### config.mk
export PLATFORM = sky130hd
export DESIGN_NAME = best_fit_partition_allocator_flat
export DESIGN_NICKNAME = d
export VERILOG_FILES = /design/src/sv/bfpa_pkg.sv /design/src/sv/bfpa_if.sv /design/src/sv/bfpa_cell.sv /design/src/sv/best_fit_partition_allocator.sv /design/src/flat_wrapper.sv
export SDC_FILE = /design/constraint.sdc
export NUM_CORES = 1
export LEC_CHECK = 0
export BUFFER_PORTS_ARGS = -buffer_cell sky130_fd_sc_hd__buf_2
export CAP_MARGIN = 20
export CORE_ASPECT_RATIO = 0.5
export CORE_MARGIN = 2
export CORE_UTILIZATION = 37
export DETAILED_ROUTE_END_ITERATION = 10
export GPL_TIMING_DRIVEN = 0
export PLACE_DENSITY_LB_ADDON = 0.25
export RECOVER_POWER = 50
export SLEW_MARGIN = 10
export SYNTH_ARGS = -nofsm -noshare
export SYNTH_HDL_FRONTEND = slang
export SYNTH_SLANG_ARGS = --single-unit
### constraint.sdc
create_clock -name clk -period 8.62 [get_ports clk]
set_input_delay 1.724 -clock clk [delete_from_list [all_inputs] [get_ports clk]]
set_output_delay 1.724 -clock clk [all_outputs]
set_load 0.1 [all_outputs]
### src/sv/bfpa_pkg.sv
// bfpa_pkg: shared types and constants for the best-fit partition allocator
// no dependencies; used by the channel interfaces, the cell and the top level
`default_nettype none

package bfpa_pkg;

	localparam int NUM_PARTS_DEF = 16;
	localparam int SIZE_BITS_DEF = 16;

	localparam int CMD_W  = 1;
	localparam int PIDX_W = 4;
	localparam int AMT_W  = 16;

	localparam logic [CMD_W-1:0] CMD_LOAD  = 1'b0;
	localparam logic [CMD_W-1:0] CMD_ALLOC = 1'b1;

	// search token control travelling along the cell row
	typedef struct packed {
		logic valid;
		logic found;
	} bfpa_tok_t;

	// table updates broadcast to every cell
	typedef struct packed {
		logic load;
		logic commit;
	} bfpa_wr_t;

	typedef struct packed {
		logic              granted;
		logic [PIDX_W-1:0] index;
		logic [AMT_W-1:0]  size;
	} bfpa_res_t;

endpackage

`default_nettype wire

### src/sv/bfpa_if.sv
// bfpa_in_if, bfpa_out_if: valid/ready channels of the partition allocator
// depends on bfpa_pkg for field widths
`default_nettype none

interface bfpa_in_if;
	import bfpa_pkg::*;

	logic              valid;
	logic              ready;
	logic [CMD_W-1:0]  cmd;
	logic [PIDX_W-1:0] part_index;
	logic [AMT_W-1:0]  amount;

	modport source (output valid, output cmd, output part_index, output amount, input ready);
	modport sink   (input valid, input cmd, input part_index, input amount, output ready);
endinterface

interface bfpa_out_if;
	import bfpa_pkg::*;

	logic              valid;
	logic              ready;
	logic              granted;
	logic [PIDX_W-1:0] granted_index;
	logic [AMT_W-1:0]  granted_size;

	modport source (output valid, output granted, output granted_index, output granted_size,
		input ready);
	modport sink   (input valid, input granted, input granted_index, input granted_size,
		output ready);
endinterface

`default_nettype wire

### src/sv/bfpa_cell.sv
// bfpa_cell: one partition entry plus one stage of the best-fit search row
// depends on bfpa_pkg
`default_nettype none

module bfpa_cell #(
	parameter int NUM_PARTS = bfpa_pkg::NUM_PARTS_DEF,
	parameter int SIZE_BITS = bfpa_pkg::SIZE_BITS_DEF,
	parameter int CELL_IDX  = 0,
	parameter int IDX_W     = (NUM_PARTS > 1) ? $clog2(NUM_PARTS) : 1
) (
	input  wire logic                            clk,
	input  wire logic                            arst_n,
	input  wire bfpa_pkg::bfpa_wr_t              wr,
	input  wire logic [bfpa_pkg::PIDX_W-1:0]     ld_idx,
	input  wire logic [SIZE_BITS-1:0]            ld_size,
	input  wire logic [IDX_W-1:0]                cm_idx,
	input  wire bfpa_pkg::bfpa_tok_t             tok_in,
	input  wire logic [bfpa_pkg::AMT_W-1:0]      amt_in,
	input  wire logic [IDX_W-1:0]                idx_in,
	input  wire logic [SIZE_BITS-1:0]            size_in,
	output bfpa_pkg::bfpa_tok_t                  tok_out,
	output logic [bfpa_pkg::AMT_W-1:0]           amt_out,
	output logic [IDX_W-1:0]                     idx_out,
	output logic [SIZE_BITS-1:0]                 size_out
);
	import bfpa_pkg::*;

	localparam int CMP_W = (SIZE_BITS > AMT_W) ? SIZE_BITS : AMT_W;

	logic [SIZE_BITS-1:0] size_q;
	logic                 in_use_q;
	bfpa_tok_t            tok_q;
	logic [AMT_W-1:0]     amt_q;
	logic [IDX_W-1:0]     idx_q;
	logic [SIZE_BITS-1:0] bsize_q;
	logic                 ld_hit;
	logic                 cm_hit;
	logic                 better;

	assign ld_hit = wr.load && (32'(ld_idx) == CELL_IDX);
	assign cm_hit = wr.commit && (32'(cm_idx) == CELL_IDX);

	assign better = !in_use_q && (CMP_W'(size_q) >= CMP_W'(amt_in)) &&
		(!tok_in.found || (size_q < size_in));

	always_ff @(posedge clk or negedge arst_n) begin
		if (!arst_n) begin
			in_use_q <= 1'b1;
			tok_q    <= '0;
		end else begin
			if (ld_hit) begin
				in_use_q <= 1'b0;
			end else if (cm_hit) begin
				in_use_q <= 1'b1;
			end
			tok_q.valid <= tok_in.valid;
			tok_q.found <= tok_in.found || better;
		end
	end

	always_ff @(posedge clk) begin
		if (ld_hit) begin
			size_q <= ld_size;
		end
		amt_q <= amt_in;
		if (better) begin
			idx_q   <= IDX_W'(CELL_IDX);
			bsize_q <= size_q;
		end else begin
			idx_q   <= idx_in;
			bsize_q <= size_in;
		end
	end

	assign tok_out  = tok_q;
	assign amt_out  = amt_q;
	assign idx_out  = idx_q;
	assign size_out = bsize_q;

endmodule

`default_nettype wire

### src/sv/best_fit_partition_allocator.sv
// best_fit_partition_allocator: best-fit allocator over a row of partition cells
// depends on bfpa_pkg, bfpa_if (bfpa_in_if, bfpa_out_if) and bfpa_cell
//
//  channel  | dir | fields
//  in_ch    | in  | cmd, part_index, amount
//  out_ch   | out | granted, granted_index, granted_size (one per allocate)
//
// a load is written into its cell when taken and gives no result
// an allocate walks the cell row, one cell per cycle, and its result is registered into the output or hold register
// one result may wait in the output register and one more in a hold register
// no new item is taken while a search is in the row or the hold register is full
// after reset every partition is unavailable until loaded
`default_nettype none

module best_fit_partition_allocator #(
	parameter int NUM_PARTS = bfpa_pkg::NUM_PARTS_DEF,
	parameter int SIZE_BITS = bfpa_pkg::SIZE_BITS_DEF
) (
	input  wire logic   clk,
	input  wire logic   arst_n,
	bfpa_in_if.sink     in_ch,
	bfpa_out_if.source  out_ch
);
	import bfpa_pkg::*;

	localparam int IDX_W = (NUM_PARTS > 1) ? $clog2(NUM_PARTS) : 1;

	bfpa_tok_t            tok   [NUM_PARTS+1];
	logic [AMT_W-1:0]     amt   [NUM_PARTS+1];
	logic [IDX_W-1:0]     bidx  [NUM_PARTS+1];
	logic [SIZE_BITS-1:0] bsize [NUM_PARTS+1];
	logic [NUM_PARTS:0]   tok_vld;

	bfpa_wr_t             wr;
	logic                 in_xfer;
	logic                 out_xfer;
	logic                 tail;
	bfpa_res_t            tail_res;

	logic                 scan_busy_q;
	logic                 out_vld_q;
	logic                 pend_q;
	bfpa_res_t            out_q;
	bfpa_res_t            pend_res_q;

	assign in_ch.ready = !scan_busy_q && !pend_q;
	assign in_xfer     = in_ch.valid && in_ch.ready;
	assign out_xfer    = out_vld_q && out_ch.ready;
	assign tail        = tok[NUM_PARTS].valid;

	assign tok[0].valid = in_xfer && (in_ch.cmd == CMD_ALLOC);
	assign tok[0].found = 1'b0;
	assign amt[0]       = in_ch.amount;
	assign bidx[0]      = '0;
	assign bsize[0]     = '0;

	assign wr.load   = in_xfer && (in_ch.cmd == CMD_LOAD);
	assign wr.commit = tail && tok[NUM_PARTS].found;

	genvar k;
	generate
		for (k = 0; k <= NUM_PARTS; k++) begin : g_vld
			assign tok_vld[k] = tok[k].valid;
		end
		for (k = 0; k < NUM_PARTS; k++) begin : g_cell
			bfpa_cell #(
				.NUM_PARTS (NUM_PARTS),
				.SIZE_BITS (SIZE_BITS),
				.CELL_IDX  (k),
				.IDX_W     (IDX_W)
			) u_cell (
				.clk      (clk),
				.arst_n   (arst_n),
				.wr       (wr),
				.ld_idx   (in_ch.part_index),
				.ld_size  (SIZE_BITS'(in_ch.amount)),
				.cm_idx   (bidx[NUM_PARTS]),
				.tok_in   (tok[k]),
				.amt_in   (amt[k]),
				.idx_in   (bidx[k]),
				.size_in  (bsize[k]),
				.tok_out  (tok[k+1]),
				.amt_out  (amt[k+1]),
				.idx_out  (bidx[k+1]),
				.size_out (bsize[k+1])
			);
		end
	endgenerate

	always_comb begin
		tail_res.granted = tok[NUM_PARTS].found;
		tail_res.index   = tok[NUM_PARTS].found ? PIDX_W'(bidx[NUM_PARTS]) : '0;
		tail_res.size    = tok[NUM_PARTS].found ? AMT_W'(bsize[NUM_PARTS]) : '0;
	end

	always_ff @(posedge clk or negedge arst_n) begin
		if (!arst_n) begin
			scan_busy_q <= 1'b0;
			out_vld_q   <= 1'b0;
			pend_q      <= 1'b0;
		end else begin
			if (tok[0].valid) begin
				scan_busy_q <= 1'b1;
			end else if (tail) begin
				scan_busy_q <= 1'b0;
			end
			if (tail) begin
				if (!out_vld_q || out_xfer) begin
					out_vld_q <= 1'b1;
				end else begin
					pend_q <= 1'b1;
				end
			end else if (out_xfer) begin
				if (pend_q) begin
					pend_q <= 1'b0;
				end else begin
					out_vld_q <= 1'b0;
				end
			end
		end
	end

	always_ff @(posedge clk) begin
		if (tail) begin
			if (!out_vld_q || out_xfer) begin
				out_q <= tail_res;
			end else begin
				pend_res_q <= tail_res;
			end
		end else if (out_xfer && pend_q) begin
			out_q <= pend_res_q;
		end
	end

	assign out_ch.valid         = out_vld_q;
	assign out_ch.granted       = out_q.granted;
	assign out_ch.granted_index = out_q.index;
	assign out_ch.granted_size  = out_q.size;

	a_one_token: assert property (@(posedge clk) disable iff (!arst_n)
		$countones(tok_vld) <= 1)
		else $error("more than one search token in the cell row");

	a_tail_busy: assert property (@(posedge clk) disable iff (!arst_n)
		tail |-> scan_busy_q)
		else $error("search result without a running search");

	a_pend_full: assert property (@(posedge clk) disable iff (!arst_n)
		pend_q |-> out_vld_q)
		else $error("hold register full while output register empty");

	a_no_start_busy: assert property (@(posedge clk) disable iff (!arst_n)
		tok[0].valid |-> !scan_busy_q && !pend_q)
		else $error("search started while busy");

endmodule

`default_nettype wire
### src/flat_wrapper.sv
// flat-port wrapper written by rule: the top's interface ports become plain ports
module best_fit_partition_allocator_flat import bfpa_pkg::*;
#(
	parameter int NUM_PARTS = bfpa_pkg::NUM_PARTS_DEF,
	parameter int SIZE_BITS = bfpa_pkg::SIZE_BITS_DEF
)
  (clk, arst_n, in_ch_valid, in_ch_cmd, in_ch_part_index, in_ch_amount, in_ch_ready, out_ch_valid, out_ch_granted, out_ch_granted_index, out_ch_granted_size, out_ch_ready);
  bfpa_in_if in_ch_i ();
  bfpa_out_if out_ch_i ();
  input  wire logic clk;
  input  wire logic arst_n;
  input wire logic [$bits(in_ch_i.valid)-1:0] in_ch_valid;
  input wire logic [$bits(in_ch_i.cmd)-1:0] in_ch_cmd;
  input wire logic [$bits(in_ch_i.part_index)-1:0] in_ch_part_index;
  input wire logic [$bits(in_ch_i.amount)-1:0] in_ch_amount;
  output wire logic [$bits(in_ch_i.ready)-1:0] in_ch_ready;
  output wire logic [$bits(out_ch_i.valid)-1:0] out_ch_valid;
  output wire logic [$bits(out_ch_i.granted)-1:0] out_ch_granted;
  output wire logic [$bits(out_ch_i.granted_index)-1:0] out_ch_granted_index;
  output wire logic [$bits(out_ch_i.granted_size)-1:0] out_ch_granted_size;
  input wire logic [$bits(out_ch_i.ready)-1:0] out_ch_ready;
  assign in_ch_i.valid = in_ch_valid;
  assign in_ch_i.cmd = in_ch_cmd;
  assign in_ch_i.part_index = in_ch_part_index;
  assign in_ch_i.amount = in_ch_amount;
  assign in_ch_ready = in_ch_i.ready;
  assign out_ch_valid = out_ch_i.valid;
  assign out_ch_granted = out_ch_i.granted;
  assign out_ch_granted_index = out_ch_i.granted_index;
  assign out_ch_granted_size = out_ch_i.granted_size;
  assign out_ch_i.ready = out_ch_ready;
  best_fit_partition_allocator #(.NUM_PARTS(NUM_PARTS), .SIZE_BITS(SIZE_BITS)) u_core (.clk(clk), .arst_n(arst_n), .in_ch(in_ch_i), .out_ch(out_ch_i));
endmodule
### After elaboration in Yosys (flattened, before gate mapping)

Cells that the tools add are included.

| operators by class | value |
|---|---|
| bitwise operators | 2 |
| magnitude comparators | 31 |
| equality and inequality tests | 33 |
| reductions and logical operators | 160 |
| mux-type cells | 62 |

Operator list:

| cell | number |
|---|---|
| >= comparator 16 bit | 16 |
| two-way mux 16 bit | 16 |
| < comparator 16 bit | 15 |
| logical AND 1 bit | 70 |
| equality test 4 bit, second input constant | 16 |
| two-way mux 21 bit | 3 |
| two-way mux 1 bit | 42 |
| nonzero test 2 bit | 19 |
| logical NOT 1 bit | 34 |
| equality test 4 x 3 -> 1 bit, second input constant | 8 |
| logical OR 1 bit | 31 |
| equality test 4 x 2 -> 1 bit, second input constant | 4 |
| equality test 4 x 1 -> 1 bit, second input constant | 2 |
| logical NOT 4 bit | 2 |
| AND reduction 2 bit | 3 |
| two-way mux 4 bit | 1 |
| != test 2 bit, second input constant | 2 |
| AND reduction 3 bit | 1 |
| != test 2 x 1 -> 1 bit, second input constant | 1 |
| NOT 1 bit | 2 |

| word-level totals | value |
|---|---|
| input port bits | 25 |
| output and inout port bits | 23 |
| flip-flop bits (word level) | 905 |

### Longest topological paths before layout

| depth | value |
|---|---|
| depth in word-level cells | 6 |
| gate-level depth with buffers | 10 |
| gate-level depth less buffers | 9 |

### Hierarchy

From an unflattened synthesis, not the netlist that was laid out.

| second synthesis, totals | value |
|---|---|
| cell total of the unflattened synthesis | 3216 |
| area, all modules | 40467.6 um^2 |

By module, submodules not included:

| module | instances | area an instance (um^2) | cells an instance |
|---|---|---|---|
| bfpa_cell at u_core.g_cell[10].u_cell ... | 4 | 2407.3 | 194 |
| bfpa_cell at u_core.g_cell[11].u_cell ... | 2 | 2409.8 | 194 |
| bfpa_cell at u_core.g_cell[12].u_cell ... | 2 | 2406.1 | 194 |
| bfpa_cell at u_core.g_cell[13].u_cell ... | 2 | 2404.8 | 195 |
| bfpa_cell at u_core.g_cell[4].u_cell ... | 2 | 2402.3 | 194 |
| bfpa_cell at u_core.g_cell[2].u_cell | 1 | 2408.6 | 194 |
| bfpa_cell at u_core.g_cell[1].u_cell | 1 | 2407.3 | 193 |
| bfpa_cell at u_core.g_cell[15].u_cell | 1 | 2406.1 | 195 |
| bfpa_cell at u_core.g_cell[0].u_cell | 1 | 2404.8 | 194 |
| best_fit_partition_allocator | 1 | 1965.6 | 110 |

### Least setup slack after synthesis

Ideal clock, no wire load.

| timing path | value |
|---|---|
| kind | reg2reg |
| start | register u_core.pend_q |
| end | register u_core.g_cell[0].u_cell.size_q[0], enable pin |
| required time | 8.208 ns |
| library setup time | 0.412 ns |
| setup slack | 4.443 ns |
| stages on the path, launching flop included | 6 |
| arrival | 3.766 ns |
| buffers on the path | 0 |
| path through | dfrtp_1 nor2_1 nand2_1 or2_2 or3_1 nor3_1 |

| on the way | value |
|---|---|
| cells in the longest elaborated chain, start to end | 5 |

Ends and longest elaborated chain:

| what | RTL line | text |
|---|---|---|
| start, declared | best_fit_partition_allocator.sv:42 | `logic pend_q;` |
| start signal, assigned | best_fit_partition_allocator.sv:100 | `pend_q <= 1'b0;` |
| start signal, assigned | best_fit_partition_allocator.sv:111 | `pend_q <= 1'b1;` |
| start signal, assigned | best_fit_partition_allocator.sv:115 | `pend_q <= 1'b0;` |
| logical NOT 1 bit | best_fit_partition_allocator.sv:46 | `assign in_ch.ready = !scan_busy_q && !pend_q;` |
| logical AND 1 bit | best_fit_partition_allocator.sv:46 |  |
| named net in_ch_ready | flat_wrapper.sv:16 | `output wire logic [$bits(in_ch_i.ready)-1:0] in_ch_ready;` |
| logical AND 1 bit | best_fit_partition_allocator.sv:47 | `assign in_xfer = in_ch.valid && in_ch.ready;` |
| logical AND 1 bit | best_fit_partition_allocator.sv:57 | `assign wr.load = in_xfer && (in_ch.cmd == CMD_LOAD);` |
| logical AND 1 bit | bfpa_cell.sv:40 | `assign ld_hit = wr.load && (32'(ld_idx) == CELL_IDX);` |
| named net u_core.g_cell[0].u_cell.ld_hit | bfpa_cell.sv:36 | `logic ld_hit;` |
| end signal, assigned | bfpa_cell.sv:63 | `size_q <= ld_size;` |
| end, declared | bfpa_cell.sv:30 | `logic [SIZE_BITS-1:0] size_q;` |

The timed path passes the listed nets, and every way through them passes these cells.
A chain may end at the register's enable or synchronous reset.

==> reports/qor.yml <==
status: "finished, violations left"
violations: "max-capacitance violations, max-slew violations"
setup_violations: 0
nNetsFinal: 3691
final_common_cell: "dfxtp_1"
required_ps: 8590
yosys.area.top_type_share_pct: 29.24
htree_num_levels: 3
portBuffers: 47
power.density_nw_per_um2: 272.0
clock.fmax_mhz: 229.8
crit_chain: "clkbuf_4 > clkbuf_1"
clock_latency_ps: 660
routed_wl_um: 72420
ys_ff_latch: 894
yosysSeqAreaShare_pct: 56.69
fin_crit_ps: 4351
crit_slowest_cell: "clkbuf_1"
num_io_pins: 48
final_max_slew_viol_count: 52
gp_congestion: 0.8770
grt_pass1_vias: 21990
cts_resized: 0
yosysWarningCount: 0
hold_path.class: "reg2reg"
maxCapViolCount: 1
cp-start-kind: "input pin"
use_met3_pct: 2.408
end_kind: "async pin"
relSlewSlack_pct: -131.1
clockRootBuffer: "clkbuf_16"
synth.distinct_cells: 58
fin_setup_tns_ps: 0
core-area_um2: 100000
grtUsageTotal_pct: 14.21
postCtsSetupBuffers: 0
clkSlewWorstSetupHoldPaths_ps: 70
synth_edf_count: 298
num_rows: 82
timing.final.crit_share_pct: 50.47
grt-busiest-layer: "met2"
reg2reg_depth: 9
met2_usage_pct: 23.47
dr.pass1.iters: 5
irDropWorstVdd_uv: 150.2
fp.dieW_um: 453.1
synthFlopType: "dfxtp_1"
hold_violations: 0
leakage_nw: 18.37
cp.depth: 2
synth_area_leaders: "dfxtp_1 (29%), edfxtp_1 (24%), ha_1 (16%)"
syn_area_per_cell_um2: 12.29
critPathKind: "in2async"
antenna_found_initial: 1
cts_max_path_buffers: 3
synth_top_area_cell: "dfxtp_1"
r2r_start: "u_core.g_cell[2].u_cell.size_q[2]"
via_per_inst: 4.557
critPathLaunch: "arst_n"
grt_pass1_wl_um: 116100
synth_area_um2: 37320
gr-usage-met1_pct: 18.76
rsz0062_at_grt: "no"
layout_common_cells: "dfxtp_1 (545), inv_1 (500), ha_1 (481)"
drtIter0Drc: 1010
postSynth.asyncResetShare_pct: 5.705
nFillCells: 9261
cpPeakStageDelay_ps: 2340
die_area_um2: 103600
fp.dieH_um: 228.6
crit_family: "buffers and inverters"
dp_hpwl_um: 56870
power_mw: 11.46
crit_end: "u_core.g_cell[2].u_cell.tok_out[1]"
grt_max_degree: 52
tightest_slew_ps: 3466
cp_max_fo: 51
arrival_ps: 4320
ant_nets: 0
drive_gt1_share_pct: 15.32
vias: 20940
overflow: 0
cts-hold-fix-buffers: 0
numCtsBuffers: 79
reg2reg_slack_ps: 5520
initial_utilization_pct: 37.30
route.detailed.drc: 0
clkSinkCount: 894
critPathBufInv: 2
routedWlPerCell_um: 15.76
syn_nets: 3542
syn_to_final_growth_pct: 12.86
r2r-end: "u_core.g_cell[2].u_cell.size_out[14]"
clock_skew_ps: 24.57
tritoncts: "yes"
synthCells: 3036
diodes: 0
==> cells by family (layout without fill, tap and decap cells) <==
group	after synthesis	after routing	share of synthesized area [%]
AOI/OAI and AO/OA	448	448	7.776
adders and majority gates	481	481	16.13
and+or+nand+nor	424	424	5.982
muxes	260	260	7.916
buffers and inverters	529	743	5.506
DFF	894	894	56.69
==> layout make-up <==
cell class	instances	area [um2]	share of cell area, %
Sequential cell	894	21160	50.23
Multi-Input combinational cell	1613	14140	33.58
Clock buffer	119	2384	5.660
Inverter	500	1877	4.457
Tap cell	1344	1682	3.993
Timing Repair Buffer	68	449.2	1.067
Clock inverter	27	246.5	0.5853
Buffer	29	177.7	0.4219
==> Yosys cell counts (all sizes together) (3+ instances only) <==
library cell,number
dfxtp,545
inv,500
ha,481
edfxtp,298
mux2,260
a21oi,171
nand2,87
nor2,83
o21ai,83
a21o,65
nand2b,53
nor2b,49
dfrtp,35
a211oi,33
nand3,28
or2,26
a31oi,23
buf,23
nor3,23
and2,22
nand4,20
dfstp,16
a211o,14
a31o,10
and4,10
o31a,9
a221oi,8
o211ai,8
nor4bb,7
o2111ai,7
and3,6
clkbuf,6
nor4,6
o21a,3
==> layer usage <==
layer | up-vias | wire length (um)
met5 | - | 0
met4 | 0 | 2262
met3 | 148 | 2238
met2 | 246 | 32900
met1 | 9723 | 35020
li1 | 10820 | -
==> registers in the layout, indices dropped and copies added (netlist names), 4 cells and up <==
| signal | cells |
|---|---|
| u_core.g_cell.u_cell.tok_out | 32 |
| u_core.out_ch.granted_size | 16 |
| u_core.g_cell.u_cell.in_use_q | 16 |
| u_core.pend_res_q | 21 |
| u_core.g_cell.u_cell.size_out | 256 |
| u_core.g_cell.u_cell.amt_out | 240 |
| u_core.g_cell.u_cell.idx_out | 49 |
| u_core.g_cell.u_cell.size_q | 256 |
| u_core.out_ch.granted_index | 4 |
==> through the flow <==
stage / instance area [um2] / setup slack (ps) / util, % / hold slack [ps] / cells
final: 42110 / 4269 / 42.10 / 338.4 / 4594
after global routing: 42110 / 3696 / 42.10 / 356.7 / 4594
after CTS: 42170 / 4715 / 42.16 / 337.7 / 4592
after detailed placement: 39540 / 4003 / 39.53 / 334.7 / 4446
after global placement: 39230 / 2771 / 39.22 / 334.2 / 4427
after floorplan: 37320 / 4443 / - / 330.8 / 3036
==> power breakdown <==
part / internal [mW] / switching, mW
logic: 1.13 / 1.19
registers: 5.17 / 0.397
clock network: 2.04 / 1.54
total: 8.33 / 3.12
==> how the worst min path moves through the flow <==
stage	start	to	slack, ps	cells after the start
finish	u_core.g_cell[7].u_cell.amt_out[15]	u_core.g_cell[8].u_cell.amt_out[15]	340	0
floorplan	u_core.g_cell[9].u_cell.amt_out[10]	u_core.g_cell[10].u_cell.amt_out[10]	330	0
detailed placement	u_core.g_cell[14].u_cell.tok_out[1]	u_core.g_cell[15].u_cell.tok_out[1]	330	0
global route	u_core.g_cell[0].u_cell.amt_out[5]	u_core.g_cell[1].u_cell.amt_out[5]	360	0
CTS	u_core.g_cell[7].u_cell.amt_out[15]	u_core.g_cell[8].u_cell.amt_out[15]	340	0
global placement	u_core.g_cell[6].u_cell.tok_out[1]	u_core.g_cell[7].u_cell.tok_out[1]	330	0
No activity file was read; power rests on OpenSTA's default activity.
